==> config.mk <==
export PLATFORM = sky130hd
export DESIGN_NAME = sem_back
export DESIGN_NICKNAME = d
export VERILOG_FILES = /design/src/rtl/core/assert_macros.svh /design/src/rtl/core/sem_pkg.sv /design/src/rtl/core/sem_back.sv
export SDC_FILE = /design/constraint.sdc
export NUM_CORES = 1
export LEC_CHECK = 0
export BUFFER_PORTS_ARGS = -buffer_cell sky130_fd_sc_hd__buf_2
export CORE_MARGIN = 5
export CORE_UTILIZATION = 47
export DETAILED_ROUTE_END_ITERATION = 10
export PLACE_DENSITY = 0.77
export SYNTH_ARGS = -nofsm -noshare
export SYNTH_HDL_FRONTEND = slang
export SYNTH_SLANG_ARGS = --single-unit
==> constraint.sdc <==
create_clock -name clk_i -period 0.9 [get_ports clk_i]
set_input_delay 0.135 -clock clk_i [delete_from_list [all_inputs] [get_ports clk_i]]
set_output_delay 0.135 -clock clk_i [all_outputs]
set_load 0.005 [all_outputs]
==> src/rtl/core/assert_macros.svh <==
// Assertion macros used by the edge detector top level.
`ifndef ASSERT_MACROS_SVH
`define ASSERT_MACROS_SVH

// Property checked on every rising clock edge, off while reset is asserted.
`define SEM_ASSERT(name, prop, msg) \
  name: assert property (@(posedge clk_i) disable iff (!rst_ni) (prop)) else $error(msg);

// Same-cycle implication.
`define SEM_ASSERT_IMPL(name, pre, post, msg) \
  `SEM_ASSERT(name, (pre) |-> (post), msg)

`endif

==> src/rtl/core/sem_pkg.sv <==
// Shared types and constants of the Sobel edge magnitude stream unit.
package sem_pkg;

  localparam int PIX_W            = 8;
  localparam int FRAME_WIDTH_W    = 11;
  localparam int FRAME_HEIGHT_W   = 13;
  localparam int ROW_W            = 12;
  localparam int CFG_INDEX_W      = 1;
  localparam int CFG_DATA_W       = 13;
  localparam int MIN_DIM          = 3;
  localparam int MAX_FRAME_HEIGHT = 4096;
  localparam int FRAME_WIDTH_RST  = 640;
  localparam int FRAME_HEIGHT_RST = 480;

  // Gradient of one 3x3 window fits in -1020..1020
  localparam int GRAD_W = 11;

  // Result queue between front and back
  localparam int QUEUE_DEPTH = 4;
  localparam int QPTR_W      = 2;
  localparam int QCNT_W      = 3;

  // Item kinds
  localparam logic KIND_PIXEL = 1'b0;
  localparam logic KIND_FLUSH = 1'b1;

  // Register map
  typedef enum logic [CFG_INDEX_W-1:0] {
    REG_FRAME_WIDTH  = 1'b0,
    REG_FRAME_HEIGHT = 1'b1
  } cfg_reg_e;

  // Classified request from the front part
  typedef struct packed {
    logic             valid;
    logic             pixel;
    logic             emit;
    logic             use_sobel;
    logic             last;
    logic [PIX_W-1:0] pix;
  } cmd_t;

  // Queue entry: gradients plus result flags
  typedef struct packed {
    logic signed [GRAD_W-1:0] gx;
    logic signed [GRAD_W-1:0] gy;
    logic                     use_sobel;
    logic                     last;
  } grad_t;

endpackage

==> src/rtl/core/sem_back.sv <==
// Back part: L1 magnitude, saturation and the result register.
module sem_back import sem_pkg::*; (
  input  logic             clk_i,
  input  logic             rst_ni,
  input  grad_t            head_i,
  input  logic             head_valid_i,
  output logic             deq_o,
  input  logic             pop_i,
  output logic             out_valid_o,
  output logic [PIX_W-1:0] edge_value_o,
  output logic             frame_last_o
);

  logic                out_valid_q, out_valid_d, load;
  logic [PIX_W-1:0]    edge_q;
  logic                last_q;
  logic [GRAD_W-1:0]   abs_x, abs_y;
  logic [GRAD_W:0]     mag;
  logic [PIX_W-1:0]    sat;

  // |Gx| + |Gy|, clipped to the pixel range
  assign abs_x = head_i.gx[GRAD_W-1] ? GRAD_W'(-head_i.gx) : GRAD_W'(head_i.gx);
  assign abs_y = head_i.gy[GRAD_W-1] ? GRAD_W'(-head_i.gy) : GRAD_W'(head_i.gy);
  assign mag   = {1'b0, abs_x} + {1'b0, abs_y};
  assign sat   = (mag > (GRAD_W+1)'({PIX_W{1'b1}})) ? {PIX_W{1'b1}} : mag[PIX_W-1:0];

  // Refill the result register when it is free or being taken
  assign load        = !out_valid_q || pop_i;
  assign deq_o       = load && head_valid_i;
  assign out_valid_d = load ? head_valid_i : out_valid_q;

  always_ff @(posedge clk_i or negedge rst_ni) begin
    if (!rst_ni) begin
      out_valid_q <= 1'b0;
    end else begin
      out_valid_q <= out_valid_d;
    end
  end

  always_ff @(posedge clk_i) begin
    if (deq_o) begin
      edge_q <= head_i.use_sobel ? sat : '0;
      last_q <= head_i.last;
    end
  end

  assign out_valid_o  = out_valid_q;
  assign edge_value_o = edge_q;
  assign frame_last_o = last_q;

endmodule

# Yosys cells after proc, flatten, opt, wreduce, memory -nomap -nowiden
# Cells that the tools add are included.
# op_classes
addsub	3
magnitude_cmp	1
mux	3
reduce_logical	3
# ops
cell	count
2-to-1 mux 11 bit	2
negation 11 bit	2
adder 11 x 11 -> 12 bit	1
> comparator 12 x 8 -> 1 bit (second input constant)	1
2-to-1 mux 8 bit	1
logical AND 1 bit	1
logical NOT 1 bit	1
logical OR 1 bit	1
# word_totals
regBits	10
input_bits	28
output_inout_bits	11
elab_cells	13

# Depth between registers and ports, before layout
# depth
word_depth	5
ltp_mapped	14
depth_no_buf	14

# Least setup slack after synthesis
# OpenSTA, ideal clock, no wires.
# synth_timing
path_kind	input port to flip-flop
from	input head_i[8] in the netlist's numbering
to	register edge_q[0] (netlist: edge_value_o[0]), data pin
setup_time_ns	0.284
arrival_time_ns	2.640
t_required_ns	0.616
slack_ns	-2.025
stages	11
n_path_buf	1
path_cell_list	or4_1 > or3_1 > o21ai_0 > xnor2_1 > ha_1 > clkbuf_2 > a21oi_1 > o21a_1 > o21ai_0 > o311ai_2 > o211ai_1
# synth_via
elab_chain_cells	5
# synth_rtl
item	line	source
from (decl)	sem_back.sv:5	input grad_t head_i,
negation 11 bit	sem_back.sv:23	assign abs_y = head_i.gy[GRAD_W-1] ? GRAD_W'(-head_i.gy) : GRAD_W'(head_i.gy);
2-to-1 mux 11 bit (*)	sem_back.sv:23	
adder 11 x 11 -> 12 bit (*)	sem_back.sv:24	assign mag = {1'b0, abs_x} + {1'b0, abs_y};
> comparator 12 x 8 -> 1 bit (*)	sem_back.sv:25	assign sat = (mag > (GRAD_W+1)'({PIX_W{1'b1}})) ? {PIX_W{1'b1}} : mag[PIX_W-1:0];
2-to-1 mux 8 bit (*)	sem_back.sv:25	
to (signal assigned)	sem_back.sv:42	edge_q <= head_i.use_sobel ? sat : '0;
to (decl)	sem_back.sv:15	logic [PIX_W-1:0] edge_q;
# Every way passes the cells marked *; elsewhere a longest branch is shown, timed or not.
# A chain may end at the register's enable or synchronous reset.

# Final worst setup path
# layout_timing
from	input head_i[3] in the netlist's numbering
to	register edge_q[5] (netlist: edge_value_o[5]), data pin
# layout_via
elab_chain_cells	5
# layout_rtl
item	line
negation 11 bit	sem_back.sv:23
2-to-1 mux 11 bit (*)	sem_back.sv:23
adder 11 x 11 -> 12 bit (*)	sem_back.sv:24
> comparator 12 x 8 -> 1 bit	sem_back.sv:25
2-to-1 mux 8 bit (*)	sem_back.sv:25
# Marked as above.

==> flow_metrics.py <==
metrics = {
    "logic_synthesis": {
        "synth_edf_count": 9,
        "syn_area_per_cell_sq_um": 8.82,
        "ys.warnings.count": 0,
        "async_reset_ff_frac": 0.100,
        "netlist_instances": 146,
        "synth.distinct_cells": 39,
        "synth_area_sq_um": 1290,
        "synthFlopType": "edfxtp_1",
        "ys_ff_latch": 10,
        "syn_nets": 188,
        "ys_seq_area_frac": 0.229,
    },
    "clocking": {
        "root_buffer": "clkbuf_4",
        "cts_tree": "built",
        "clk_path_buf_depth": 2,
        "numClockSinks": 10,
        "h-tree-depth": 1,
        "path_clk_slew_ps": 60,
        "cts_made_buffers": 3,
        "insertion_delay_ps": 260,
    },
    "sta": {
        "fin_skew_ps": 0.756,
        "slew_violations": 0,
        "timing.final.ws_setup_ps": -1860,
        "relSlewSlack": 0.693,
        "finalCritPeriodShare": 3.07,
        "setup_viol": 19,
        "min_period_ps": 2760,
        "hold_viol": 0,
        "rsz0062_at_grt": "yes",
        "tns_ps": -16330,
        "max_freq_mhz": 362,
        "worstMarginPinSlew_ps": 454,
    },
    "outcome": {
        "violations": "negative setup slack",
        "outcome": "finished, violations left",
    },
    "pwr": {
        "ir_worst_vdd_v": 0.00120,
        "leakagePower_nw": 0.989,
        "finalPower_w": 0.00284,
        "pwr_density_cell_nw_per_um2": 1260,
    },
    "global_route": {
        "gr-total-overflow": 0,
        "grtUsageTotal": 0.198,
        "antenna_found_initial": 0,
        "grt_pass1_vias": 1571,
        "grt_max_degree": 9,
        "grt_first_pass_wirelength_um": 6340,
    },
    "setup_path": {
        "r2r_cells": 3,
        "critPathLaunchType": "input port",
        "path_class": "input port to flop",
        "startpoint": "head_i[3]",
        "r2r_setup_slack_ps": -150,
        "cp_max_fo": 8,
        "r2r-start": "out_valid_o",
        "setup.worst_path.end_class": "flop",
        "worstPathArrival_ps": 2750,
        "cp.required_ps": 880,
        "reg2reg_to": "edge_value_o[4]",
    },
    "hold_path": {
        "hold_class": "input port to flop",
        "holdPathStages": 1,
        "holdPathEnd": "frame_last_o",
        "holdCritStartpoint": "head_i[0]",
    },
    "cells_and_area": {
        "final_core_util": 0.839,
        "area_growth_pct": 75.1,
        "fin_area_sq_um": 2250,
        "n_antenna_cell": 0,
        "nFillCells": 138,
        "layout-drive-gt1-share": 0.587,
        "fin_nets": 285,
    },
    "route": {
        "drc": 0,
        "wl_per_cell_um": 17.3,
        "vias": 1527,
        "vias_per_cell": 5.59,
        "drt_iter0_markers": 39,
        "wirelength_um": 4730,
        "firstDrtPassIters": 4,
        "ant_nets": 0,
    },
    "floorplan": {
        "die_x_um": 62.3,
        "rows": 19,
        "start_util": 0.479,
        "fp.coreArea_sq_um": 2690,
        "dieArea_sq_um": 3890,
        "die_y_um": 62.3,
        "ios": 39,
    },
    "place": {
        "hpwl_um": 3100,
        "placed_area_sq_um": 1910,
        "gp_congestion": 0.797,
        "pre_cts_ws_ps": -2230,
        "port_buffers": 38,
    },
    "job": {
        "cap_violations": 0,
    },
}
-- synthesized netlist by cell type, types with 4 or more instances --
cell type  number  area, sq um
edfxtp_1        9          270
a21oi_1         6         30.0
nand2b_1        6         37.5
inv_1           5         18.8
or3_1           5         31.3
nand2_1        21         78.8
ha_1           13          163
o211ai_1        8         60.1
o21ai_0         9         45.0
xnor2_1        20          175
o31ai_1         4         30.0
-- kinds of logic (layout without fill, tap and decap cells) --
logic type      count (synthesis)  after routing  share of synthesized area
xor+xnor                       22             22                      0.150
fa+ha+maj                      14             14                      0.142
buf+inv                        10            106                     0.0311
mux                             1              1                    0.00875
compound gates                 41             41                      0.246
simple gates                   48             48                      0.193
flops                          10             10                      0.229
-- report_power, final --
part / total (W) / switching, W / internal (W) / leakage (nW)
sequential: 0.000607 / 0.0000129 / 0.000595 / 0.0941
clock: 0.000317 / 0.000146 / 0.000171 / 0.0150
combinational: 0.00192 / 0.000911 / 0.00101 / 0.880
-- routing by layer --
metal  vias up  share of wire  track usage
li1        740              -            -
met1       708           0.35        0.176
met2        61           0.55        0.411
met3        18          0.062       0.0324
met4         0          0.034       0.0981
met5         -              0            0
-- worst max-delay path, stage by stage --
cell	delay, ps
buf_2	110
inv_1	60
ha_1	160
nand2b_1	80
buf_4	150
o41ai_1	390
xnor2_1	210
ha_1	310
a21oi_2	240
o21ai_0	210
nor3_1	260
o221a_2	320
o211ai_1	110
-- metrics by stage --
step | std cells | hold slack (ps)
after floorplan | 146 | -161
after global placement | 258 | -90.2
after detailed placement | 258 | -85.2
after CTS | 268 | 56.0
after global routing | 273 | 56.3
final | 273 | 58.0
-- registers in the layout, indices dropped and copies added, names as in the netlist --
signal,count
frame_last_o,1
edge_value_o,8
out_valid_o,1
-- cells in the final DEF, fill, tap and decap left out, types with 4 or more instances in the layout --
cell type,n
buf_2,34
buf_4,54
buf_6,8
edfxtp_1,9
ha_1,9
nand2_1,18
nand2b_1,6
o211ai_1,8
o21ai_0,4
or3_4,5
xnor2_1,17
-- how the worst max path moves through the flow --
stage | slack [ps] | depth (start not counted) | end
floorplan | -1920 | 10 | edge_value_o[0]
global placement | -2110 | 12 | edge_value_o[0]
detailed placement | -2230 | 12 | edge_value_o[7]
CTS | -1800 | 11 | edge_value_o[5]
global route | -2040 | 13 | edge_value_o[7]
finish | -1860 | 13 | edge_value_o[5]
-- layout make-up --
class	count	area [sq um]	share of cell area
Timing Repair Buffer	97	676	0.300
Clock buffer	4	26.3	0.0117
Multi-Input combinational cell	126	1190	0.530
Tap cell	31	38.8	0.0172
Inverter	5	23.8	0.0105
Sequential cell	10	295	0.131
-- timing repair --
item                                    in CTS  in global routing
endpoints found under the hold margin        1                  0
endpoints found under the setup margin      23                 28
gates cloned                                 1                  0
pin swaps                                   14                 22
setup buffers                                4                  5
hold buffers                                 1                  0
gates resized for setup                     23                 28
(Power assumes the default switching activity.)
