==> src/rtl/core/assert_macros.svh <==
// Assertion macros used by the edge detector top level.
`ifndef ASSERT_MACROS_SVH
`define ASSERT_MACROS_SVH

// Property checked on every rising clock edge, off while reset is asserted.
`define SEM_ASSERT(name, prop, msg) \
  name: assert property (@(posedge clk_i) disable iff (!rst_ni) (prop)) else $error(msg);

// Same-cycle implication.
`define SEM_ASSERT_IMPL(name, pre, post, msg) \
  `SEM_ASSERT(name, (pre) |-> (post), msg)

`endif

==> src/rtl/core/sem_pkg.sv <==
// Shared types and constants of the Sobel edge magnitude stream unit.
package sem_pkg;

  localparam int PIX_W            = 8;
  localparam int FRAME_WIDTH_W    = 11;
  localparam int FRAME_HEIGHT_W   = 13;
  localparam int ROW_W            = 12;
  localparam int CFG_INDEX_W      = 1;
  localparam int CFG_DATA_W       = 13;
  localparam int MIN_DIM          = 3;
  localparam int MAX_FRAME_HEIGHT = 4096;
  localparam int FRAME_WIDTH_RST  = 640;
  localparam int FRAME_HEIGHT_RST = 480;

  // Gradient of one 3x3 window fits in -1020..1020
  localparam int GRAD_W = 11;

  // Result queue between front and back
  localparam int QUEUE_DEPTH = 4;
  localparam int QPTR_W      = 2;
  localparam int QCNT_W      = 3;

  // Item kinds
  localparam logic KIND_PIXEL = 1'b0;
  localparam logic KIND_FLUSH = 1'b1;

  // Register map
  typedef enum logic [CFG_INDEX_W-1:0] {
    REG_FRAME_WIDTH  = 1'b0,
    REG_FRAME_HEIGHT = 1'b1
  } cfg_reg_e;

  // Classified request from the front part
  typedef struct packed {
    logic             valid;
    logic             pixel;
    logic             emit;
    logic             use_sobel;
    logic             last;
    logic [PIX_W-1:0] pix;
  } cmd_t;

  // Queue entry: gradients plus result flags
  typedef struct packed {
    logic signed [GRAD_W-1:0] gx;
    logic signed [GRAD_W-1:0] gy;
    logic                     use_sobel;
    logic                     last;
  } grad_t;

endpackage

==> src/rtl/core/sem_front.sv <==
// Front part: configuration registers, raster position and item classification.
module sem_front import sem_pkg::*; #(
  parameter int MAX_LINE_WIDTH = 1024
) (
  input  logic                              clk_i,
  input  logic                              rst_ni,
  input  logic                              cfg_valid_i,
  input  logic [CFG_INDEX_W-1:0]            cfg_index_i,
  input  logic [CFG_DATA_W-1:0]             cfg_data_i,
  input  logic                              accept_i,
  input  logic                              kind_i,
  input  logic [PIX_W-1:0]                  pixel_i,
  output logic [$clog2(MAX_LINE_WIDTH)-1:0] rd_addr_o,
  output logic [$clog2(MAX_LINE_WIDTH)-1:0] cmd_addr_o,
  output cmd_t                              cmd_o,
  output logic                              at_frame_start_o
);

  localparam int CW  = $clog2(MAX_LINE_WIDTH);
  localparam int WEW = $clog2(MAX_LINE_WIDTH + 1);
  localparam int TW  = $clog2(MAX_LINE_WIDTH * MAX_FRAME_HEIGHT + 1);
  localparam int WRstEff = (FRAME_WIDTH_RST > MAX_LINE_WIDTH) ? MAX_LINE_WIDTH
                                                              : FRAME_WIDTH_RST;
  localparam int TotalRst = WRstEff * FRAME_HEIGHT_RST;

  logic [WEW-1:0]            weff_q, weff_d, w_clamped;
  logic [FRAME_HEIGHT_W-1:0] heff_q, heff_d, h_clamped;
  logic [TW-1:0]             total_q, total_d;
  logic [FRAME_WIDTH_W-1:0]  cfg_fw;
  logic [FRAME_HEIGHT_W-1:0] cfg_fh;

  logic [CW-1:0]    col_q, col_d, col_nx;
  logic [ROW_W-1:0] row_q, row_d, row_nx;
  logic [TW-1:0]    oe_q, oe_d, oe_inc;
  logic [CW:0]      col_inc;
  logic [ROW_W:0]   row_inc;
  logic             col_wrap, row_wrap, draining, done, emit_pix, use_sobel;
  cmd_t             cmd_q, cmd_d;
  logic [CW-1:0]    cmd_addr_q;

  // Clamp written sizes to the supported range
  assign cfg_fw = cfg_data_i[FRAME_WIDTH_W-1:0];
  assign cfg_fh = cfg_data_i[FRAME_HEIGHT_W-1:0];

  always_comb begin
    if (int'(cfg_fw) < MIN_DIM) begin
      w_clamped = WEW'(MIN_DIM);
    end else if (int'(cfg_fw) > MAX_LINE_WIDTH) begin
      w_clamped = WEW'(MAX_LINE_WIDTH);
    end else begin
      w_clamped = WEW'(cfg_fw);
    end
    if (int'(cfg_fh) < MIN_DIM) begin
      h_clamped = FRAME_HEIGHT_W'(MIN_DIM);
    end else if (int'(cfg_fh) > MAX_FRAME_HEIGHT) begin
      h_clamped = FRAME_HEIGHT_W'(MAX_FRAME_HEIGHT);
    end else begin
      h_clamped = cfg_fh;
    end
  end

  // Register writes; frame size product kept alongside
  always_comb begin
    weff_d = weff_q;
    heff_d = heff_q;
    if (cfg_valid_i) begin
      case (cfg_reg_e'(cfg_index_i))
        REG_FRAME_WIDTH:  weff_d = w_clamped;
        REG_FRAME_HEIGHT: heff_d = h_clamped;
        default: ;
      endcase
    end
    total_d = TW'(weff_d) * TW'(heff_d);
  end

  // Raster position of the next pixel
  assign col_inc  = {1'b0, col_q} + 1'b1;
  assign row_inc  = {1'b0, row_q} + 1'b1;
  assign col_wrap = col_inc >= (CW+1)'(weff_q);
  assign row_wrap = row_inc >= (ROW_W+1)'(heff_q);
  assign col_nx   = col_wrap ? '0 : col_inc[CW-1:0];
  assign row_nx   = col_wrap ? (row_wrap ? '0 : row_inc[ROW_W-1:0]) : row_q;

  // A pixel past the first row and one column releases a result
  assign emit_pix  = col_wrap ? (row_wrap || (row_q != '0))
                              : ((row_q >= ROW_W'(2)) || ((row_q == ROW_W'(1)) && (col_q != '0)));
  assign use_sobel = (row_q >= ROW_W'(2)) && (col_q >= CW'(2));

  // Output count of the frame
  assign oe_inc   = oe_q + 1'b1;
  assign done     = oe_inc >= total_q;
  assign draining = (col_q == '0) && (row_q == '0) && (oe_q != '0);

  // Classify the accepted item
  always_comb begin
    col_d      = col_q;
    row_d      = row_q;
    oe_d       = oe_q;
    cmd_d      = '0;
    cmd_d.pix  = pixel_i;
    if (accept_i) begin
      if (draining) begin
        cmd_d.valid = 1'b1;
        cmd_d.emit  = 1'b1;
        cmd_d.last  = done;
        oe_d        = done ? '0 : oe_inc;
      end else if (kind_i == KIND_PIXEL) begin
        cmd_d.valid     = 1'b1;
        cmd_d.pixel     = 1'b1;
        cmd_d.use_sobel = use_sobel;
        cmd_d.emit      = emit_pix;
        col_d           = col_nx;
        row_d           = row_nx;
        if (emit_pix) begin
          cmd_d.last = done;
          oe_d       = done ? '0 : oe_inc;
        end
      end
      // Frame complete: back to the first position
      if (cmd_d.emit && done) begin
        col_d = '0;
        row_d = '0;
      end
    end
  end

  always_ff @(posedge clk_i or negedge rst_ni) begin
    if (!rst_ni) begin
      weff_q  <= WEW'(WRstEff);
      heff_q  <= FRAME_HEIGHT_W'(FRAME_HEIGHT_RST);
      total_q <= TW'(TotalRst);
      col_q   <= '0;
      row_q   <= '0;
      oe_q    <= '0;
      cmd_q   <= '0;
    end else begin
      weff_q  <= weff_d;
      heff_q  <= heff_d;
      total_q <= total_d;
      col_q   <= col_d;
      row_q   <= row_d;
      oe_q    <= oe_d;
      cmd_q   <= cmd_d;
    end
  end

  // Line buffer column of the request in flight
  always_ff @(posedge clk_i) begin
    cmd_addr_q <= col_q;
  end

  assign rd_addr_o        = col_q;
  assign cmd_addr_o       = cmd_addr_q;
  assign cmd_o            = cmd_q;
  assign at_frame_start_o = (col_q == '0) && (row_q == '0) && (oe_q == '0);

endmodule

==> config.mk <==
export PLATFORM = sky130hd
export DESIGN_NAME = sem_front
export DESIGN_NICKNAME = d
export VERILOG_FILES = /design/src/rtl/core/assert_macros.svh /design/src/rtl/core/sem_pkg.sv /design/src/rtl/core/sem_front.sv
export SDC_FILE = /design/constraint.sdc
export NUM_CORES = 1
export LEC_CHECK = 0
export ABC_AREA = 0
export BUFFER_PORTS_ARGS = -buffer_cell sky130_fd_sc_hd__buf_2
export CORE_AREA = 4 4 140 142
export DETAILED_ROUTE_END_ITERATION = 8
export DIE_AREA = 0 0 144 146
export GPL_TIMING_DRIVEN = 0
export MAX_ROUTING_LAYER = met4
export PLACE_DENSITY_LB_ADDON = 0.25
export REMOVE_ABC_BUFFERS = 1
export SETUP_SLACK_MARGIN = 0.1
export SLEW_MARGIN = 25
export SYNTH_ARGS = -nofsm -noshare
export SYNTH_HDL_FRONTEND = slang
export SYNTH_SLANG_ARGS = --single-unit
==> constraint.sdc <==
create_clock -name clk_i -period 15.7 [get_ports clk_i]
set_input_delay 0.785 -clock clk_i [delete_from_list [all_inputs] [get_ports clk_i]]
set_output_delay 0.785 -clock clk_i [all_outputs]
set_load 0.01 [all_outputs]
---- After elaboration in Yosys (flattened, before gate mapping) ----
Cells that the tools add are included.
cells by class
  add/sub/neg operators ................... 3
  multiply operators ...................... 1
  magnitude comparators ................... 9
  eq/ne operators ......................... 4
  mux-type cells .......................... 31
  reduce and logical (&&, ||, !) cells .... 19
operator list
  cell                                                  number
  two-way mux 23 bit                                    4
  two-way mux 12 bit                                    5
  two-way mux 13 bit                                    4
  two-way mux 11 bit                                    4
  two-way mux 10 bit                                    4
  adder 23 x 1 -> 23 bit, second input constant         1
  >= comparator 23 bit                                  1
  zero test 23 bit                                      1
  multiplier 11 x 13 -> 23 bit                          1
  nonzero test 23 bit                                   1
  adder 12 x 1 -> 13 bit, second input constant         1
  >= comparator 13 bit                                  1
  > comparator 13 bit, second input constant            1
  < comparator 13 x 2 -> 1 bit, second input constant   1
  == test 12 x 1 -> 1 bit, second input constant        1
  >= comparator 12 x 2 -> 1 bit, second input constant  1
  zero test 12 bit                                      1
  nonzero test 12 bit                                   1
  adder 10 x 1 -> 11 bit, second input constant         1
  >= comparator 11 bit                                  1
  > comparator 11 bit, second input constant            1
  < comparator 11 x 2 -> 1 bit, second input constant   1
  >= comparator 10 x 2 -> 1 bit, second input constant  1
  zero test 10 bit                                      1
  9 further kinds                                       27
storage, ports and cells
  bits in registers ....................... 115
  input bits .............................. 27
  output and inout port bits .............. 34
  logic and storage cells ................. 80

---- Longest topological paths before layout ----
  word-level depth ........................ 11
  gate-level depth with buffers ........... 29
  mapped depth without buffers ............ 28

---- Worst setup path before layout ----
Ideal clock, no wire load.
  path type ............................... input to register
  from .................................... in cfg_data_i[4]
  to ...................................... reg total_q[22]
  library setup time ...................... 0.080 ns
  arrival time ............................ 6.677 ns
  required time ........................... 15.620 ns
  path slack .............................. 8.943 ns
  stages on the path ...................... 26
  path buffers ............................ 1
  path through ............................ nor4_2 -> nand2_1 -> nor3_1 -> mux2i_1 -> nor2_1 -> a22oi_1 -> inv_1 -> buf_2 -> nand2_1 -> fa_1 -> fa_1 -> fa_1 -> inv_1 -> fa_1 -> inv_1 -> fa_1 -> inv_1 -> ha_1 -> a2111oi_0 -> o21a_1 -> o21ai_0 -> nand4_1 -> a31oi_1 -> a21o_1 -> a21oi_1 -> xnor2_1
on the way
  longest elaborated chain between the ends .. 6
  elaborated cells on any way between the ends .. 13
  those cells by class .................... mul (1); order compare (4); mux (8)
RTL lines
  element                         line              text
  start: declaration              sem_front.sv:9    input logic [CFG_DATA_W-1:0] cfg_data_i,
  > comparator 11 bit             sem_front.sv:48   end else if (int'(cfg_fw) > MAX_LINE_WIDTH) begin
  two-way mux 11 bit              sem_front.sv:48
  two-way mux 11 bit *            sem_front.sv:46   if (int'(cfg_fw) < MIN_DIM) begin
  two-way mux 11 bit *            sem_front.sv:67   case (cfg_reg_e'(cfg_index_i))
  two-way mux 11 bit *            sem_front.sv:66   if (cfg_valid_i) begin
  via weff_d[3]                   sem_front.sv:26   logic [WEW-1:0] weff_q, weff_d, w_clamped;
  multiplier 11 x 13 -> 23 bit *  sem_front.sv:73   total_d = TW'(weff_d) * TW'(heff_d);
  via total_d[22]                 sem_front.sv:28   logic [TW-1:0] total_q, total_d;
  end signal: assignment          sem_front.sv:131  total_q <= TW'(TotalRst);
  end signal: assignment          sem_front.sv:139  total_q <= total_d;
  end: declaration                sem_front.sv:28
Mark *: on every way through the listed nets, which the timed path passes. The rest lies on a longest branch.
A chain may end at the register's enable or synchronous reset.

---- Final worst setup path ----
  from .................................... in cfg_data_i[7]
  to ...................................... reg total_q[22]
on the way
  longest elaborated chain between the ends .. 6
  elaborated cells on any way between the ends .. 13
  those cells by class .................... mul (1); order compare (4); mux (8)
RTL lines
  element                                                     line
  > comparator 13 bit or > comparator 11 bit (tied branches)  sem_front.sv:55, sem_front.sv:48
  two-way mux 13 bit or two-way mux 11 bit (tied branches)    sem_front.sv:55, sem_front.sv:48
  two-way mux 13 bit or two-way mux 11 bit (tied branches)    sem_front.sv:53, sem_front.sv:46
  two-way mux 13 bit or two-way mux 11 bit (tied branches)    sem_front.sv:67
  two-way mux 13 bit or two-way mux 11 bit (tied branches)    sem_front.sv:66
  multiplier 11 x 13 -> 23 bit *                              sem_front.sv:73
  via total_d[22]                                             sem_front.sv:28
Marked as above.

==> impl_metrics.csv <==
group,metric,value,unit
sta,period_share,48.6,%
setup_path,crit_path_end_kind,"flip-flop",
route,ant_nets,0,
finish,postLayoutCoreUtil,64.8,%
route,drtIter0Drc,587,
route,wl_per_cell,16.7,um
finish,nNetsFinal,1491,
finish,syn2layout_area_growth,10.4,%
placement,port_buffers,60,
synth,synth_edf_count,0,
finish,stdcell_count,1499,
clock_network,clock_path_buffers,2,
setup_path,crit_arrival,7.96,ns
placement,dpl.cell_count,1467,
setup_path,cp_num_cells,26,
sta,fin_crit,7.63,ns
setup_path,crit_fanout,11,
synth,synth_top_cell_area_share,21.9,%
sta,drv_slew,0,
die,die-height,146,um
min_path,hp-class,"input port to async pin",
setup_path,cp-start-kind,"input port",
setup_path,path_class,"input port to flip-flop",
pwr,leakage,6.21,nW
grt,grt_overflow,0,
sta,hold_viol,0,
route,totalWireLength,25100,um
clock_network,cts_hold_buffers,0,
die,initial_core_util,58.7,%
route,drt-pass1-iter-count,5,
synth,synth_cell_types,77,
synth,synthCells,1193,
sta,fmax,131,MHz
sta,fin_tns_setup,0,ns
clock_network,insertion_delay,0.42,ns
sta,fin_hold_ws,0.264,ns
finish,antenna_cells,0,
synth,synth_warnings,0,
clock_network,cts_tree,"built",
setup_path,max_stage_delay,0.55,ns
die,core,18500,sq um
sta,relSlewSlack,39.3,%
die,rows,50,
route,routed-via-count,8438,
die,die_area,21000,sq um
synth,ys_async_sr_fraction,91.3,%
finish,final_cell_mix,"210 x inv_1, 146 x nand2_1, 115 x ha_1",
die,ios,61,
finish,final_common_cell,"inv_1",
grt,track_usage,25.8,%
synth,avgSynthCellArea,9.08,sq um
synth,synth_area_leaders,"dfrtp_1 22%, fa_1 18%, ha_1 13%",
finish,drive_gt1_share,12.2,%
clock_network,cts_inserted_buffers,17,
grt,antenna_found_initial,0,
sta,worst-slew-pin-transition,0.908,ns
setup_path,cp_top_family,"adder cells",
finish,multi_input_area,7050,sq um
sta,setup_viol,0,
route,drcViolationCount,0,
setup_path,critPathBufInv,5,
synth,synthFlopType,"dfrtp_1",
placement,hpwlAfterDp,19700,um
synth,ys_seq_elements,115,
sta,worst_clock_skew,0.0122,ns
grt,grt_max_degree,67,
clock_network,postCtsSetupBuffers,0,
synth,yosys.area.top_type,"dfrtp_1",
clock_network,clk_pin_slew_worst_paths,0.06,ns
run,maxCapViolations,0,
synth,netlist_area,10800,sq um
finish,seq_area,2840,sq um
placement,dpl_cell_area,11400,sq um
route,vias_per_cell,5.63,
synth,yosysSeqAreaShare,26.2,%
clock_network,h-tree-depth,4,
clock_network,cts_resized,0,
setup_path,critPathSlowestCell,"fa_1",
setup_path,r2r_slack,9.55,ns
setup_path,critical_path_required,16.03,ns
grt,grt_pass1_vias,8528,
clock_network,root_buffer,"clkbuf_16",
pwr,p_per_area,112,nW/um^2
sta,rsz0062_at_grt,"false",
grt,grt_pass1_wl,42200,um
run_status,status,"finished, final reports clean",
pwr,vdd_ir_drop_max,0.0000518,V
clock_network,cts_sinks,115,
placement,place.gp.congestion,0.948,
finish,num-fill-cells,1529,
finish,final_cell_area,12000,sq um
die,die_w,144,um
setup_path,r2r_cells,20,
setup_path,critPathMostFrequentCell,"fa_1",
[routing by layer]
layer | up-vias | track usage (%) | routed length [um]
met5 | - | - | 0
met3 | 56 | 3.61 | 1220
met4 | 0 | 8.62 | 691
li1 | 3963 | - | -
met1 | 4153 | 34.9 | 10900
met2 | 266 | 40.2 | 12200
[cells in the mapped netlist (all sizes together) (3+ instances only)]
| library cell | count |
|---|---|
| inv | 217 |
| nand2 | 147 |
| ha | 115 |
| nor2 | 114 |
| fa | 97 |
| dfrtp | 95 |
| o21ai | 46 |
| xnor2 | 37 |
| nand3 | 32 |
| a21oi | 31 |
| nand2b | 24 |
| xor2 | 19 |
| a22oi | 15 |
| and3 | 15 |
| clkbuf | 15 |
| nor4 | 12 |
| a21o | 10 |
| a22o | 10 |
| buf | 10 |
| dfstp | 10 |
| dfxtp | 10 |
| o21a | 10 |
| nand4 | 9 |
| nor3 | 9 |
| and2 | 8 |
| o21bai | 8 |
| nor2b | 7 |
| a211oi | 6 |
| a31oi | 5 |
| o31ai | 5 |
| or2 | 5 |
| o211ai | 4 |
| mux2i | 3 |
| o221ai | 3 |
| o31a | 3 |
| o41ai | 3 |
[cell families after synthesis]
kind of cell / share of synthesized area (%)
compound gates: 11.8
mux: 0.519
simple gates: 17.0
fa+ha+maj: 31.2
flops: 26.2
buf+inv: 8.75
xor+xnor: 4.53
[flip-flops by register name, indices dropped and copies added (netlist names)]
register,cells
weff_q,11
row_q,12
heff_q,13
oe_q,23
total_q,23
rd_addr_o,10
cmd_addr_o,10
cmd_o,13
[power by group]
group	leakage (nW)	switching, mW	internal [mW]
combinational	4.48	0.331	0.213
clock	0.293	0.135	0.261
sequential	1.44	0.0412	0.353
total	6.21	0.508	0.827
[metrics by stage]
stage          worst slack, ns  total power [mW]
2_1_floorplan             8.60             0.776
3_3_place_gp              7.54             0.919
3_5_place_dp              7.54             0.939
4_1_cts                   7.88              1.34
5_1_grt                   7.66              1.44
6_report                  8.07              1.33
[worst paths after layout]
check                         startpoint             to
min in group clk_i            pixel_i[6]       cmd_o[6]
hold / removal                    rst_ni       cmd_o[0]
setup / recovery           cfg_data_i[7]    total_q[22]
setup reg to reg               weff_q[3]    total_q[22]
hold reg to reg             rd_addr_o[3]  cmd_addr_o[3]
max in group asynchronous         rst_ni    total_q[18]
[area by class of cell]
cell class | count | area share [%]
Clock buffer | 23 | 3.99
Clock inverter | 9 | 1.08
Inverter | 218 | 6.84
Multi-Input combinational cell | 835 | 58.9
Sequential cell | 115 | 23.7
Tap cell | 234 | 2.45
Timing Repair Buffer | 65 | 2.98
No activity file was read; power rests on OpenSTA's default activity.
