$ cat src/rtl/core/assert_macros.svh
// Assertion macros used by the edge detector top level.
`ifndef ASSERT_MACROS_SVH
`define ASSERT_MACROS_SVH

// Property checked on every rising clock edge, off while reset is asserted.
`define SEM_ASSERT(name, prop, msg) \
  name: assert property (@(posedge clk_i) disable iff (!rst_ni) (prop)) else $error(msg);

// Same-cycle implication.
`define SEM_ASSERT_IMPL(name, pre, post, msg) \
  `SEM_ASSERT(name, (pre) |-> (post), msg)

`endif

$ cat src/rtl/core/sem_pkg.sv
// Shared types and constants of the Sobel edge magnitude stream unit.
package sem_pkg;

  localparam int PIX_W            = 8;
  localparam int FRAME_WIDTH_W    = 11;
  localparam int FRAME_HEIGHT_W   = 13;
  localparam int ROW_W            = 12;
  localparam int CFG_INDEX_W      = 1;
  localparam int CFG_DATA_W       = 13;
  localparam int MIN_DIM          = 3;
  localparam int MAX_FRAME_HEIGHT = 4096;
  localparam int FRAME_WIDTH_RST  = 640;
  localparam int FRAME_HEIGHT_RST = 480;

  // Gradient of one 3x3 window fits in -1020..1020
  localparam int GRAD_W = 11;

  // Result queue between front and back
  localparam int QUEUE_DEPTH = 4;
  localparam int QPTR_W      = 2;
  localparam int QCNT_W      = 3;

  // Item kinds
  localparam logic KIND_PIXEL = 1'b0;
  localparam logic KIND_FLUSH = 1'b1;

  // Register map
  typedef enum logic [CFG_INDEX_W-1:0] {
    REG_FRAME_WIDTH  = 1'b0,
    REG_FRAME_HEIGHT = 1'b1
  } cfg_reg_e;

  // Classified request from the front part
  typedef struct packed {
    logic             valid;
    logic             pixel;
    logic             emit;
    logic             use_sobel;
    logic             last;
    logic [PIX_W-1:0] pix;
  } cmd_t;

  // Queue entry: gradients plus result flags
  typedef struct packed {
    logic signed [GRAD_W-1:0] gx;
    logic signed [GRAD_W-1:0] gy;
    logic                     use_sobel;
    logic                     last;
  } grad_t;

endpackage

$ cat src/rtl/core/sem_queue.sv
// Short queue of gradient requests between front and back.
module sem_queue import sem_pkg::*; (
  input  logic              clk_i,
  input  logic              rst_ni,
  input  logic              push_i,
  input  grad_t             data_i,
  input  logic              pop_i,
  output grad_t             data_o,
  output logic              valid_o,
  output logic [QCNT_W-1:0] count_o
);

  grad_t             mem_q [QUEUE_DEPTH];
  logic [QPTR_W-1:0] wptr_q, rptr_q;
  logic [QCNT_W-1:0] count_q;

  // Pointers and fill level
  always_ff @(posedge clk_i or negedge rst_ni) begin
    if (!rst_ni) begin
      wptr_q  <= '0;
      rptr_q  <= '0;
      count_q <= '0;
    end else begin
      if (push_i) begin
        wptr_q <= wptr_q + 1'b1;
      end
      if (pop_i) begin
        rptr_q <= rptr_q + 1'b1;
      end
      count_q <= count_q + QCNT_W'(push_i) - QCNT_W'(pop_i);
    end
  end

  // Entry storage
  always_ff @(posedge clk_i) begin
    if (push_i) begin
      mem_q[wptr_q] <= data_i;
    end
  end

  assign data_o  = mem_q[rptr_q];
  assign valid_o = count_q != '0;
  assign count_o = count_q;

endmodule

$ cat config.mk
export PLATFORM = sky130hd
export DESIGN_NAME = sem_queue
export DESIGN_NICKNAME = d
export VERILOG_FILES = /design/src/rtl/core/assert_macros.svh /design/src/rtl/core/sem_pkg.sv /design/src/rtl/core/sem_queue.sv
export SDC_FILE = /design/constraint.sdc
export NUM_CORES = 1
export LEC_CHECK = 0
export BUFFER_PORTS_ARGS = -buffer_cell sky130_fd_sc_hd__clkbuf_2
export CELL_PAD_IN_SITES_DETAIL_PLACEMENT = 0
export CELL_PAD_IN_SITES_GLOBAL_PLACEMENT = 1
export CORE_MARGIN = 2
export CORE_UTILIZATION = 49
export CTS_BUF_LIST = sky130_fd_sc_hd__clkbuf_16
export CTS_CLUSTER_SIZE = 8
export DETAILED_ROUTE_END_ITERATION = 16
export PLACE_DENSITY_LB_ADDON = 0.1
export SETUP_SLACK_MARGIN = 0.05
export SLEW_MARGIN = 20
export SYNTH_ARGS = -nofsm -noshare
export SYNTH_HDL_FRONTEND = slang
export SYNTH_SLANG_ARGS = --single-unit
$ cat constraint.sdc
create_clock -name clk_i -period 1.9 [get_ports clk_i]
set_clock_uncertainty 0.1 [all_clocks]
set_input_delay 0.19 -clock clk_i [delete_from_list [all_inputs] [get_ports clk_i]]
set_output_delay 0.19 -clock clk_i [all_outputs]
set_load 0.02 [all_outputs]
# == Word-level counts from Yosys, hierarchy flattened ==
# Memory sizes are Yosys's and may differ from the RTL's.
# Cells that the tools add are included.
# Widths: inputs -> output; s select.
# word_totals
mem_count,1
reg_bits,7
ram_bits,96
# op_classes
addsub,4
reduce_logical,1
mux,2
# mem_list
name,depth,word_bits,read_ports,rd_clocked_by_memory_dff,wr,line_no,source
mem_q,4,24,1,0,1,sem_queue.sv:13,grad_t mem_q [QUEUE_DEPTH];
# ops
cell,count
$add 2x1->2 const B,2
$add 3x1->3,1
$reduce_bool 3->1,1
$sub 3x1->3,1
$mux 1,2

# == Depth between registers and ports, before layout ==
# Gate-level depths: netlist of run 1.
# depth
ltp_word,2
depth_mapped,7
ltp_nobuf,7

# == Worst setup path before layout of run 1 ==
# Ideal clock, no wire load.
# synth_path
path_type,reg2reg
from,register count_q[0] (netlist: count_o[0])
to,register count_q[2] (netlist: count_o[2])
stages_incl_launch_ff,8
t_required_ps,1720
path_buffers,0
arrival_ps,1648
setup_ps,80
setup_slack_ps,72
cell_sequence,dfrtp_1 inv_1 ha_1 inv_1 ha_1 fa_1 xnor2_1 xnor2_1
# synth_via
elab_chain_cells,2
# synth_rtl
element,line_no,source
start: declaration,sem_queue.sv:15,logic [QCNT_W-1:0] count_q;
start signal: assignment,sem_queue.sv:30,count_q <= count_q + QCNT_W'(push_i) - QCNT_W'(pop_i);
$add 3x1->3,sem_queue.sv:30,
$sub 3x1->3,sem_queue.sv:30,
# Every way passes these cells.
# A chain may end at the register's enable or synchronous reset.

==> run_results.csv, run 1 <==
group,metric,value,unit
run_status,status,"complete, but fails checks",
run_status,violations,"setup timing",
critical_path,cp-startpoint,"rptr_q[0]$_DFFE_PN0P_",
timing,period_needed,1980,ps
drt,initialDrtViolationCount,74,
floorplanning,die_y,93.1,µm
global_route,use_met1,18.7,%
layout,area_growth_syn_to_layout,27.6,%
timing,fin_ws,-80.8,ps
critical_path,crit_path_end,"data_o[23]",
cts,cts_max_level,3,
critical_path,cp.required,1610,ps
critical_path,reg2reg_from,"count_o[0]$_DFF_PN0_",
drt,ant_nets,0,
global_route,grt-busiest-layer,"met2",
critical_path,r2r_slack,160,ps
timing,worst_slew_pin_slew,207,ps
synth,syn_inst,159,
drt,avgViaCountPerCell,5.19,
timing,slew_headroom,86.2,%
place,dp_slack,147,ps
floorplanning,die_x,93.1,µm
critical_path,cp-end-kind,"output port",
cts,clkSinkCount,103,
floorplanning,initial_core_util,50.4,%
global_route,use_met2,29.1,%
floorplanning,rows,32,
critical_path,crit_fanout,13,
global_route,grt_max_degree,19,
floorplanning,io_pins,56,
drt,wirelength,6.60,mm
global_route,grt_pass1_vias,2000,
power_and_ir_drop,peakVddDrop,0.711,mV
place,numPortBuffers,55,
power_and_ir_drop,p_per_area,1560,mW/mm²
layout,final_core_util,64.3,%
global_route,grt_pass1_wl,10.2,mm
timing,holdWs,43.1,ps
place,globalplace.congestion,0.690,
cts,cts.path.max_buffers,2,
timing,drv_slew,0,
timing,finalCritPeriodShare,104,%
critical_path,arrival,1690,ps
drt,routedWlPerCell,18.0,µm
timing,finalHoldViolCount,0,
cts,clock_latency,340,ps
global_route,overflow,0,
min_path,hold_class,"input port to flop",
synth,syn_area,0.00389,mm²
place,dp_hpwl,4.37,mm
floorplanning,core,0.00773,mm²
layout,drive_gt1_share,39.4,%
timing,rsz0062_at_grt,"yes",
flow_run,drv_cap,0,
critical_path,reg2reg_depth,7,
cts,clk_pin_slew,70,ps
layout,mostFrequentLayoutCell,"edfxtp_1",
layout,nets,294,
power_and_ir_drop,leakage,1.84,nW
synth,yosysUniqueCellTypes,16,
timing,finalSetupViolCount,24,
layout,antennaDiodeCount,0,
synth,synthesis.nets,194,
global_route,antenna_found_initial,0,
cts,tritoncts,"built",
synth,ys_warn_count,0,
cts,numCtsBuffers,9,
synth,avgSynthCellArea,24.5,µm²
drt,vias,1898,
global_route,track_usage,16.3,%
global_route,use_met3,4.35,%
critical_path,startpoint_type,"flop",
layout,layout_common_cells,"edfxtp_1, clkbuf_2, dlygate4sd3_1",
synth,synth.ff_latch_count,103,
critical_path,r2r-end,"count_o[2]$_DFF_PN0_",
timing,fmax,505,MHz
critical_path,worstSetupPathType,"flop to output port",
drt,drt-pass1-iter-count,4,
synth,synth-seq-area-share,78.6,%
floorplanning,die_area,0.00867,mm²
drt,drc,0,
cts,cts-root-buf,"clkbuf_16",
## registers in the layout, indices dropped and copies added (netlist names)
| register | flops |
|---|---|
| mem_q | 96 |
| wptr_q | 2 |
| rptr_q | 2 |
| count_o | 3 |
## how the worst min path moves through the flow
stage | from | end | depth (start not counted)
after global placement | rst_ni | count_o[0]$_DFF_PN0_ | 1
after global routing | pop_i | rptr_q[1]$_DFFE_PN0P_ | 3
after CTS | pop_i | rptr_q[1]$_DFFE_PN0P_ | 3
after floorplan | rst_ni | count_o[0]$_DFF_PN0_ | 0
final | pop_i | rptr_q[1]$_DFFE_PN0P_ | 3
after detailed placement | rst_ni | count_o[0]$_DFF_PN0_ | 1
## report_power, final
part           leakage [nW]  switching (W)  internal [W]
Sequential            0.963       0.000150       0.00299
Combinational         0.707        0.00140       0.00112
Clock                 0.171       0.000784       0.00130
## Yosys cell counts, drive strengths merged
cell type | count | share of area [%]
and2 | 4 | 0.64
fa | 1 | 0.51
xnor2 | 3 | 0.68
o21ai | 1 | 0.13
mux4 | 24 | 14
edfxtp | 96 | 74
nand2 | 2 | 0.19
inv | 6 | 0.58
dfrtp | 7 | 4.5
xor2 | 2 | 0.45
ha | 6 | 1.9
buf | 6 | 1.7
or3 | 1 | 0.16
## critical path, cell delays in order (launching register included)
cell	delay, ps
dfrtp_2	440
buf_12	180
mux4_1	550
buf_2	170
## metal layers
| metal | wire, µm | share of wire, % |
|---|---|---|
| met5 | 0 | 0 |
| met4 | 109 | 1.7 |
| met3 | 264 | 4.0 |
| met2 | 3650 | 55 |
| met1 | 2570 | 39 |
## what timing repair did
item                       4_1_cts  5_1_grt
hold endpoints to repair       104        0
hold buffers                    26        0
setup buffers                    1        0
pin swaps                        0        1
setup endpoints to repair       24       25
gates resized for setup          1       13
## metrics by stage
stage | power, W | instance area, µm² | cells | setup TNS [ps]
2_1_floorplan | 0.00490 | 3890 | 159 | 0
3_3_place_gp | 0.00557 | 4340 | 323 | 0
3_5_place_dp | 0.00569 | 4340 | 323 | 0
4_1_cts | 0.00786 | 4960 | 366 | -1720
5_1_grt | 0.00811 | 4970 | 366 | -2580
6_report | 0.00775 | 4970 | 366 | -854
## kinds of logic after synthesis
logic type,count (synthesis),synth area share (%)
and+or+nand+nor,7,0.997
AOI/OAI and AO/OA,1,0.128
muxes,24,14.5
DFF,103,78.6
xor gates and xnor gates,5,1.13
adders and majority gates,7,2.44
buffers and inverters,12,2.28
## cell type report
cell class | instances | area [µm²]
multi-input cells | 44 | 746
clock inverters | 7 | 125
fillers | 537 | 2760
clock buffers | 9 | 225
repair buffers | 95 | 663
well taps | 102 | 128
inverters | 6 | 22.5
flip-flops and latches | 103 | 3060
(Power assumes the default switching activity.)
==> run 2: changes to the inputs <==
--- a/config.mk
+++ b/config.mk
@@ -9,7 +9,7 @@
 export CELL_PAD_IN_SITES_DETAIL_PLACEMENT = 0
 export CELL_PAD_IN_SITES_GLOBAL_PLACEMENT = 1
 export CORE_MARGIN = 2
-export CORE_UTILIZATION = 49
+export CORE_UTILIZATION = 30
 export CTS_BUF_LIST = sky130_fd_sc_hd__clkbuf_16
 export CTS_CLUSTER_SIZE = 8
 export DETAILED_ROUTE_END_ITERATION = 16
==> run_results.csv, run 2 (synthesis gave the netlist of run 1 again) <==
group,metric,value,unit
drt,drc,0,
floorplanning,initial_core_util,30.8,%
critical_path,crit_fanout,6,
drt,routed.top_layer,"met4",
global_route,grt_pass1_vias,2091,
place,dp_hpwl,4.68,mm
run_status,status,"complete, but fails checks",
critical_path,path_cells,"buf_4 > buf_12 > mux4_2 > buf_6",
timing,worst_slew_pin_slew,242,ps
power_and_ir_drop,p_per_area,1550,mW/mm²
drt,wl_met3,289,µm
critical_path,cp.required,1610,ps
drt,ant_nets,0,
layout,area_growth_syn_to_layout,31.5,%
timing,finalSetupViolCount,14,
layout,final_core_util,40.6,%
global_route,grt_max_degree,25,
drt,met1Wirelength,3.15,mm
place,globalplace.congestion,0.626,
critical_path,cp-startpoint,"rptr_q[0]$_DFFE_PN0P_",
cts,tritoncts,"built",
layout,mostFrequentLayoutCell,"edfxtp_1",
power_and_ir_drop,peakVddDrop,0.615,mV
drt,wirelength,7.35,mm
floorplanning,rows,41,
layout,layout_common_cells,"edfxtp_1, clkbuf_2, dlygate4sd3_1",
global_route,antenna_found_initial,0,
timing,fin_ws,-60.4,ps
critical_path,cp-end-kind,"output port",
layout,largest_reg_flops,96,
cts,clk_pin_slew,70,ps
drt,route.met2.wl,3.84,mm
timing,fin_tns_setup,-605,ps
min_path,holdCritStartpoint,"pop_i",
layout,antennaDiodeCount,0,
drt,avgViaCountPerCell,4.32,
timing,finalCritPeriodShare,103,%
floorplanning,die_area,0.0139,mm²
timing,finalHoldViolCount,0,
place,numPortBuffers,55,
timing,rsz0062_at_grt,"yes",
layout,top_register,"mem_q",
cts,cts.path.max_buffers,2,
layout,drive_gt1_share,40.6,%
cts,cts_max_level,3,
drt,routedWlPerCell,16.8,µm
global_route,overflow,0,
cts,clkSinkCount,103,
critical_path,reg2reg_from,"count_o[0]$_DFF_PN0_",
cts,numCtsBuffers,9,
drt,initialDrtViolationCount,94,
run_status,violations,"setup timing",
global_route,grt_pass1_wl,11.7,mm
floorplanning,die_y,118,µm
power_and_ir_drop,leakage,1.85,nW
power_and_ir_drop,power,0.00794,W
layout,nets,296,
critical_path,startpoint_type,"flop",
timing,period_needed,1960,ps
critical_path,worstSetupPathType,"flop to output port",
cts,clock_latency,330,ps
place,placed_cells,391,
critical_path,cp_slowest_stage_delay,530,ps
timing,fmax,510,MHz
cts,cts-root-buf,"clkbuf_16",
floorplanning,die_x,118,µm
flow_run,drv_cap,0,
min_path,hold_class,"input port to flop",
drt,vias,1891,
timing,holdWs,26.0,ps
timing,drv_slew,0,
global_route,track_usage,11.4,%
timing,slew_headroom,83.8,%
critical_path,critPathSlowestCell,"mux4_2",
floorplanning,io_pins,56,
critical_path,arrival,1670,ps
floorplanning,core,0.0126,mm²
drt,drt-pass1-iter-count,4,
layout,final_cells,438,
## run 2: cell count changes in the layout (fill, tap and decap cells not counted), moves of 2 or more
cell / delta
buf_12: +2
buf_2: +5
buf_6: +4
clkbuf_2: -12
clkinv_1: +2
inv_6: -2
mux4_1: -3
mux4_2: +3
## run 2: metrics by stage
| stage | cell area [µm²] | setup WS, ps |
|---|---|---|
| detailed placement | 4440 | 78.0 |
| floorplan | 3890 | 72.5 |
| CTS | 5080 | -95.4 |
| global placement | 4440 | 191 |
| global route | 5120 | -127 |
| finish | 5120 | -60.4 |
## run 2: worst max-delay path: cells and delay by family (launching register included)
kind	cells	cell delay, ps
buffers and inverters	3	400
DFF	1	400
muxes	1	530
## run 2: power by group
group          total [W]  switching, W  internal, W
clock network    0.00194      0.000785      0.00116
registers        0.00313      0.000147      0.00299
logic            0.00286       0.00150      0.00136
## run 2: final cells by class
type,instances,area [µm²]
clock buffer,9,225
clock inverter,7,95.1
fill,1175,7500
inverter,6,22.5
multi-input combinational,44,737
sequential,103,3060
tap,172,215
timing repair buffer,97,763
## run 2: repair_timing
item / CTS / global route
cloned: 1 / 0
hold buffers: 26 / 0
endpoints found under the setup margin: 24 / 25
endpoints found under the hold margin: 104 / 0
buffers inserted: 3 / 1
gates resized for setup: 4 / 38
pin swaps: 0 / 1
## run 2: worst paths after layout
path	slack, ps	cells past startpoint	to
min in group asynchronous	120	2	count_o[2]$_DFF_PN0_
min reg2reg	470	1	wptr_q[0]$_DFFE_PN0P_
max in group asynchronous	1400	2	rptr_q[0]$_DFFE_PN0P_
max reg2reg	150	7	count_o[2]$_DFF_PN0_
min	30	3	rptr_q[1]$_DFFE_PN0P_
max	-60	4	data_o[7]
## run 2: routing by layer
| layer | vias to the layer above | GRT usage (%) |
|---|---|---|
| met5 | - | 0 |
| met4 | 0 | 4.29 |
| met3 | 7 | 3.25 |
| met2 | 37 | 20.1 |
| met1 | 989 | 13.1 |
| li1 | 858 | - |
==> run 3: changes to the inputs <==
--- a/config.mk
+++ b/config.mk
@@ -5,7 +5,7 @@
 export SDC_FILE = /design/constraint.sdc
 export NUM_CORES = 1
 export LEC_CHECK = 0
-export BUFFER_PORTS_ARGS = -buffer_cell sky130_fd_sc_hd__clkbuf_2
+export BUFFER_PORTS_ARGS = -buffer_cell sky130_fd_sc_hd__buf_4
 export CELL_PAD_IN_SITES_DETAIL_PLACEMENT = 0
 export CELL_PAD_IN_SITES_GLOBAL_PLACEMENT = 1
 export CORE_MARGIN = 2
@@ -15,7 +15,7 @@
 export DETAILED_ROUTE_END_ITERATION = 16
 export PLACE_DENSITY_LB_ADDON = 0.1
 export SETUP_SLACK_MARGIN = 0.05
-export SLEW_MARGIN = 20
+export SLEW_MARGIN = 0
 export SYNTH_ARGS = -nofsm -noshare
 export SYNTH_HDL_FRONTEND = slang
 export SYNTH_SLANG_ARGS = --single-unit
==> run_results.csv, run 3 (synthesis gave the netlist of run 1 again) <==
group,metric,value,unit
floorplanning,initial_core_util,30.8,%
cts,clkSinkCount,103,
layout,regArea,0.00306,mm²
layout,area_growth_syn_to_layout,36.6,%
timing,finalCritPeriodShare,103,%
drt,drc,0,
power_and_ir_drop,peakVddDrop,0.680,mV
global_route,grt_pass1_vias,2165,
layout,layout_common_cells,"edfxtp_1, buf_4, dlygate4sd3_1",
critical_path,r2r_slack,130,ps
timing,slew_headroom,82.8,%
place,placed_cells,391,
layout,largest_reg_flops,96,
timing,fmax,511,MHz
critical_path,startpoint_type,"flop",
floorplanning,io_pins,56,
place,globalplace.congestion,0.645,
layout,multiInputGateArea,731,µm²
power_and_ir_drop,swShare,29.9,%
drt,ant_nets,0,
cts,clk_pin_slew,60,ps
timing,period_needed,1960,ps
global_route,overflow,0,
place,numPortBuffers,55,
layout,drive_gt1_share,42.6,%
timing,finalHoldViolCount,0,
power_and_ir_drop,power_switching,0.00246,W
layout,final_cells,444,
power_and_ir_drop,p_int,0.00576,W
flow_run,drv_cap,0,
timing,fin_tns_setup,-675,ps
run_status,violations,"setup timing",
floorplanning,core,0.0126,mm²
critical_path,crit_fanout,7,
global_route,grt_pass1_wl,11.5,mm
drt,routedWlPerCell,16.5,µm
cts,numCtsBuffers,9,
critical_path,cp-end-kind,"output port",
layout,antennaDiodeCount,0,
layout,nets,302,
place,dp_slack,83.1,ps
cts,cts_max_level,3,
critical_path,arrival,1670,ps
power_and_ir_drop,power_frac_clock,21.3,%
global_route,grt_max_degree,25,
drt,avgViaCountPerCell,4.24,
timing,rsz0062_at_grt,"yes",
floorplanning,die_x,118,µm
place,dp_hpwl,4.68,mm
cts,clock_latency,330,ps
timing,fin_ws,-58.7,ps
drt,vias,1883,
layout,fill_cells,1148,
critical_path,worstSetupPathType,"flop to output port",
cts,cts.path.max_buffers,2,
power_and_ir_drop,p_per_area,1550,mW/mm²
drt,drt-pass1-iter-count,4,
layout,mostFrequentLayoutCell,"edfxtp_1",
cts,cts-root-buf,"clkbuf_16",
min_path,hold_class,"input port to flop",
critical_path,cp.required,1610,ps
power_and_ir_drop,leakage,1.91,nW
floorplanning,die_area,0.0139,mm²
drt,wirelength,7.33,mm
cts,tritoncts,"built",
timing,drv_slew,0,
global_route,antenna_found_initial,0,
power_and_ir_drop,comb_power_share,40.5,%
power_and_ir_drop,seqPwrFrac,38.2,%
drt,initialDrtViolationCount,67,
timing,worst_slew_pin_slew,258,ps
floorplanning,die_y,118,µm
floorplanning,rows,41,
timing,finalSetupViolCount,18,
layout,top_register,"mem_q",
run_status,status,"complete, but fails checks",
global_route,track_usage,11.3,%
timing,holdWs,38.2,ps
-- run 3: cell count changes in the layout (fill, tap and decap cells not counted), moves of 2 or more --
cell	before	now
clkinv_2	0	2
buf_12	3	5
buf_6	6	26
mux4_1	3	0
clkbuf_2	32	0
buf_4	12	45
mux4_2	21	24
buf_2	15	0
-- run 3: power groups by stage --
stage               Clock, W  Sequential (W)  Combinational (W)
floorplan                  0         0.00317            0.00173
global placement           0         0.00315            0.00276
detailed placement         0         0.00319            0.00280
CTS                  0.00181         0.00315            0.00341
global route         0.00189         0.00318            0.00359
finish               0.00175         0.00314            0.00333
-- run 3: path summary, 6_finish.rpt --
| path | from | endpoint | cells after the start |
|---|---|---|---|
| min in group asynchronous | rst_ni | count_o[0]$_DFF_PN0_ | 2 |
| max reg2reg | count_o[0]$_DFF_PN0_ | count_o[2]$_DFF_PN0_ | 7 |
| max in group asynchronous | rst_ni | rptr_q[0]$_DFFE_PN0P_ | 2 |
| min | pop_i | rptr_q[1]$_DFFE_PN0P_ | 3 |
| max | rptr_q[0]$_DFFE_PN0P_ | data_o[4] | 4 |
| min reg2reg | wptr_q[0]$_DFFE_PN0P_ | wptr_q[0]$_DFFE_PN0P_ | 1 |
-- run 3: area by class of cell --
| cell class | count | area share, % |
|---|---|---|
| clock inverters | 7 | 1.20 |
| flip-flops and latches | 103 | 57.5 |
| clock buffers | 9 | 4.24 |
| multi-input cells | 44 | 13.7 |
| well taps | 172 | 4.05 |
| inverters | 6 | 0.424 |
| repair buffers | 103 | 18.8 |
-- run 3: worst max-delay path, cell delays in order (launching register included) --
cell and delay [ps]:
dfrtp_2 410, buf_6 110, buf_12 120, mux4_2 530, buf_6 150
-- run 3: per-stage QoR --
step | util (%) | cell area, µm² | total power, W
after floorplan | - | 3890 | 0.00490
after global placement | 36.3 | 4580 | 0.00591
after detailed placement | 36.3 | 4580 | 0.00599
after CTS | 42.1 | 5310 | 0.00837
after global routing | 42.1 | 5320 | 0.00865
final | 42.1 | 5320 | 0.00822
-- run 3: metal layers --
| layer | wire length (µm) | track usage, % |
|---|---|---|
| met5 | 0 | 0 |
| met4 | 135 | 5.27 |
| met2 | 3860 | 20.2 |
| met3 | 201 | 2.28 |
| met1 | 3140 | 13.0 |
-- run 3: what timing repair did --
| action | CTS | global route |
|---|---|---|
| hold buffers | 27 | 0 |
| endpoints found under the hold margin | 105 | 0 |
| setup buffers | 7 | 3 |
| endpoints found under the setup margin | 24 | 25 |
| gates resized for setup | 35 | 2 |
| cloned | 1 | 0 |
| pin swaps | 0 | 1 |
